### config.mk
export PLATFORM = sky130hd
export DESIGN_NAME = pumdq_ram
export DESIGN_NICKNAME = d
export VERILOG_FILES = /design/src/hdl/pumdq_ram.sv
export SDC_FILE = /design/constraint.sdc
export NUM_CORES = 2
export LEC_CHECK = 0
export ABC_AREA = 1
export BUFFER_PORTS_ARGS = -buffer_cell sky130_fd_sc_hd__buf_4
export CORE_ASPECT_RATIO = 0.6
export CORE_MARGIN = 10
export CORE_UTILIZATION = 55
export CTS_CLUSTER_SIZE = 20
export DETAILED_ROUTE_END_ITERATION = 6
export PLACE_DENSITY_LB_ADDON = 0.1
export SYNTH_ARGS = -nofsm -noshare
export SYNTH_HDL_FRONTEND = slang
export SYNTH_SLANG_ARGS = --single-unit
### constraint.sdc
create_clock -name clk_i -period 1.8 [get_ports clk_i]
set_input_delay 0.09 -clock clk_i [delete_from_list [all_inputs] [get_ports clk_i]]
set_output_delay 0.09 -clock clk_i [all_outputs]
set_load 0.05 [all_outputs]
### src/hdl/pumdq_ram.sv
// generic single write port ram with registered read
// no dependencies
module pumdq_ram #(
  parameter int unsigned WIDTH = 8,
  parameter int unsigned DEPTH = 256
) (
  input  logic                     clk_i,
  input  logic                     we_i,
  input  logic [$clog2(DEPTH)-1:0] waddr_i,
  input  logic [WIDTH-1:0]         wdata_i,
  input  logic                     re_i,
  input  logic [$clog2(DEPTH)-1:0] raddr_i,
  output logic [WIDTH-1:0]         rdata_o
);

  logic [WIDTH-1:0] mem_q [DEPTH];

  always_ff @(posedge clk_i) begin
    if (we_i) begin
      mem_q[waddr_i] <= wdata_i;
    end
    if (re_i) begin
      rdata_o <= mem_q[raddr_i];
    end
  end

endmodule

Word-level counts from Yosys, hierarchy flattened:

Memories as Yosys holds them, arrays and structs flattened. A register that Yosys moved wholly into a read port is not among the register bits.
Index checks and enable logic that the tools add are counted.

* $add $sub $neg: 0
* multiply operators: 0
* div/mod/pow operators: 0
* magnitude comparators: 0
* eq/ne operators: 0
* shift-type cells: 0
* multiplexer cells: 2
* bitwise gates (word level): 0
* reductions and logical operators: 0

Operator list (number)
* $mux 1: 2

* register bits: 0
* latch bits: 0
* memory bits (writable): 2048
* memory bits (read-only): 0
* output and inout bits: 8
* memories kept: 1

Memories
* mem_q: depth 256, bits a word 8, rd ports 1, clocked after Yosys merged registers in 1, write ports 1, RTL line 16 `logic [WIDTH-1:0] mem_q [DEPTH];`

Longest topological paths before layout:

* depth after elaboration: 2
* gate-level depth with buffers: 15
* gate-level depth less buffers: 11

Worst setup path after synthesis:

No wires, ideal clock.

* kind: input -> register
* from: input port we_i
* to: memory mem_q[162][0], enable pin
* setup time: 370 ps
* data arrival time: 1211 ps
* required time: 1430 ps
* slack: 219 ps
* stages: 4
* path buffers: 2
* cells stage by stage: clkbuf_1 -> nand3_1 -> clkbuf_1 -> nor2_1

* cells in the longest elaborated chain, start to end: 2

RTL lines
* start: declaration: RTL line 8 `input logic we_i,`
* $mux 1: RTL line 19 `if (we_i) begin`
* $mux 1 (implied by the code): RTL line 20 `mem_q[waddr_i] <= wdata_i;`
* end: declaration: RTL line 16

Every way passes these cells.

==> impl_metrics.yaml <==
synthesis:
  syn_nets: 7030
  synth_compound_area_share_pct: 0
  synth_top_family_by_area: "simple AND/OR/NAND/NOR gates"
  synthMuxAreaShare_pct: 0
  synthAdderAreaFrac_pct: 0
  synth_area_leaders: "edfxtp_1 (74%), nand3_1 (12%), nand2_1 (9.5%), buf_2 (1.6%), nor2_1 (1.3%)"
  synthSimpleGateAreaFrac_pct: 22.92
  syn-cell-area_um2: 83480
  postSynthCellCount: 7003
  syn_area_per_cell_um2: 11.92
  yosysSeqAreaShare_pct: 73.96
  ys_ff_latch: 2056
  yosys_warnings: 0
  netlist.area_leader.share_pct: 73.96
  synthXorXnorAreaFrac_pct: 0
  synth_area_leader_cell: "edfxtp_1"
  synth_cell_types: 13
sta:
  fin_worst_skew_ns: 0.02153
  setup_violations: 1
  fin_ws_ns: -0.02453
  hold_viol: 0
  post-route-period-util_pct: 101.4
  final_max_slew_viol_count: 0
  whs_ns: 0.07710
  setup_tns_ns: -0.02453
  relSlewSlack_pct: 45.58
  worst_slew_pin_slew_ns: 0.8154
  clock.fmax_mhz: 548.1
  rsz0062_at_grt: "true"
  min_period_ns: 1.825
final_layout:
  multi_input_comb_area_um2: 20390
  layout.cells.non_filler: 9643
  nets: 7505
  register_area_um2: 61740
  fillCellCount: 11160
  area_delta_synth_final_pct: 17.98
  final_cell_mix: "nand2_1 (2118), edfxtp_1 (2056), nand3_1 (1819)"
  layout_commonest_cell: "nand2_1"
  drive_gt1_share_pct: 15.92
detailed_routing:
  vias: 57950
  drt-total-wl_um: 248600
  first_iter_violations: 8932
  postRouteAntennaNets: 0
  drcViolationCount: 0
  vias_per_cell: 6.009
  first_pass_iters: 7
  routedWlPerCell_um: 25.78
floorplanning:
  coreArea_um2: 150400
  core.rowCount: 110
  die_x_um: 523.0
  die-height_um: 321.8
  die_area_um2: 168300
  initial_core_util_pct: 55.49
  ios: 35
worst_setup_path:
  crit_fanout: 1
  cp-end-kind: "flop"
  r2r_setup_slack_ns: -0.02
  r2r-end: "rdata_o[0]"
  reg2reg_depth: 10
  setup.worst_path.start_class: "flop"
  cp_slowest_cell: "edfxtp_1"
  cp.required_ns: 2.37
  worstSetupPathType: "flop to flop"
  critPathMaxStageDelay_ns: 0.37
  worstPathCellList: "nand2_1 > nand3_1 > nand3_1 > nand3_1 > nand3_4 > nand3_1 > nand3_1 > nand2_1 > nand2_1 > nand2_1"
  cpMostUsedCell: "nand3_1"
  reg2reg_from: "mem_q[105][0]"
  critical_path_arrival_ns: 2.40
clocking:
  clock-sinks: 2056
  cts.reportedPaths.clkPinSlew_ns: 0.06
  cts-root-buf: "clkbuf_16"
  clk_latency_ns: 0.83
  numCtsBuffers: 182
  cts_tree: "built"
  cts_buffer_depth: 3
  htreeDepth: 4
power:
  combPwrFrac_pct: 7.7
  p_per_area_nw_per_um2: 1002
  intPower_mw: 76.01
  p_clk_share_pct: 38.7
  p_sw_share_pct: 22.96
  pwr-share-seq_pct: 53.5
  p_sw_mw: 22.65
  vdd_drop_max_mv: 0.8459
  p_leak_nw: 35.46
global_route:
  grt_usage_pct: 29.11
  met3_usage_pct: 7.971
  grt_max_degree: 89
  grt_remaining_overflow: 0
  antenna_found_initial: 10
  grt_pass1_wl_um: 365000
  grtUsageMet1_pct: 45.68
  grt_pass1_vias: 53980
  grtUsageMet2_pct: 39.99
  busiest_layer: "met1"
placement:
  finalWeightedCongestion: 0.9189
  dp.cells: 9296
  port_buffers: 34
  hpwl_um: 159000
min_path:
  min_to: "rdata_o[4]"
  hp-start: "raddr_i[6]"
  hold_class: "primary input to flop"
  hold_path_depth: 5
outcome:
  status: "finished, violations left"
  failed_checks: "setup timing"
flow_run:
  maxCapViolations: 0
worst max-delay path, delay by kind of cell (launching register included):
family           cells  cell delay (ns)
AND/OR/NAND/NOR     10             1.21
flip-flops           1             0.37
sequential cells by signal, indices dropped and copies added, names as in the netlist:
signal,flops
mem_q,2048
rdata_o,8
per-stage QoR:
| stage | power (mW) | worst slack (ns) | instance area (µm²) | utilization, % |
|---|---|---|---|---|
| 2_1_floorplan | 57.16 | 0.2185 | 83480 | - |
| 3_3_place_gp | 60.95 | -0.8398 | 91410 | 60.76 |
| 3_5_place_dp | 61.00 | -0.7946 | 91410 | 60.76 |
| 4_1_cts | 98.63 | 0.002235 | 97540 | 64.84 |
| 5_1_grt | 101.4 | -0.04960 | 98480 | 65.46 |
| 6_report | 98.65 | -0.02453 | 98490 | 65.47 |
power by group through the flow:
stage | sequential (mW) | clock, mW | combinational, mW
floorplan | 53.9 | 0 | 3.26
global placement | 53.9 | 0 | 7.09
detailed placement | 53.9 | 0 | 7.14
CTS | 52.8 | 38.5 | 7.28
global route | 52.8 | 40.5 | 8.14
finish | 52.8 | 38.2 | 7.64
layer usage:
layer  wire (µm)  share of wire, %  up-vias
met5           0                 0        -
met2      103100                41     3471
met1      106800                43    28290
met4        5591               2.2        0
li1            -                 -    25830
met3       33080                13      353
synth_stat cells:
library cell / instances
buf_6: 16
nand3_1: 2019
inv_2: 2
buf_8: 1
buf_4: 46
nor2_1: 283
buf_1: 40
clkbuf_1: 112
nand2_1: 2123
inv_1: 36
inv_4: 1
edfxtp_1: 2056
buf_2: 268
what timing repair did:
action	4_1_cts	5_1_grt
hold buffers	14	0
endpoints found under the setup margin	11	10
pin swaps	6	31
endpoints found under the hold margin	2006	0
resized for setup	70	176
buffers inserted	0	0
worst max path at each step:
| stage | slack (ns) | startpoint | cells after the start | end |
|---|---|---|---|---|
| 4_1_cts | 0.002 | mem_q[37][4] | 11 | rdata_o[4] |
| 3_3_place_gp | -0.84 | raddr_i[0] | 15 | rdata_o[5] |
| 3_5_place_dp | -0.79 | raddr_i[0] | 15 | rdata_o[5] |
| 2_1_floorplan | 0.22 | we_i | 4 | mem_q[162][0] |
| 5_1_grt | -0.05 | rdata_o[0] | 1 | rdata_o[0] |
| 6_report | -0.02 | mem_q[105][0] | 10 | rdata_o[0] |
area by class of cell:
cell class	count	area share, %
flip-flops and latches	2056	62.69
well taps	2016	2.561
clock inverters	99	0.8435
clock buffers	228	4.886
diodes	6	0.01524
multi-input cells	4425	20.70
repair buffers	774	8.124
inverters	39	0.1829
kinds of logic after synthesis:
kind of cell           count (synthesis)
buffers and inverters                522
AND/OR/NAND/NOR                     4425
flip-flops                          2056
(Power assumes the default switching activity.)
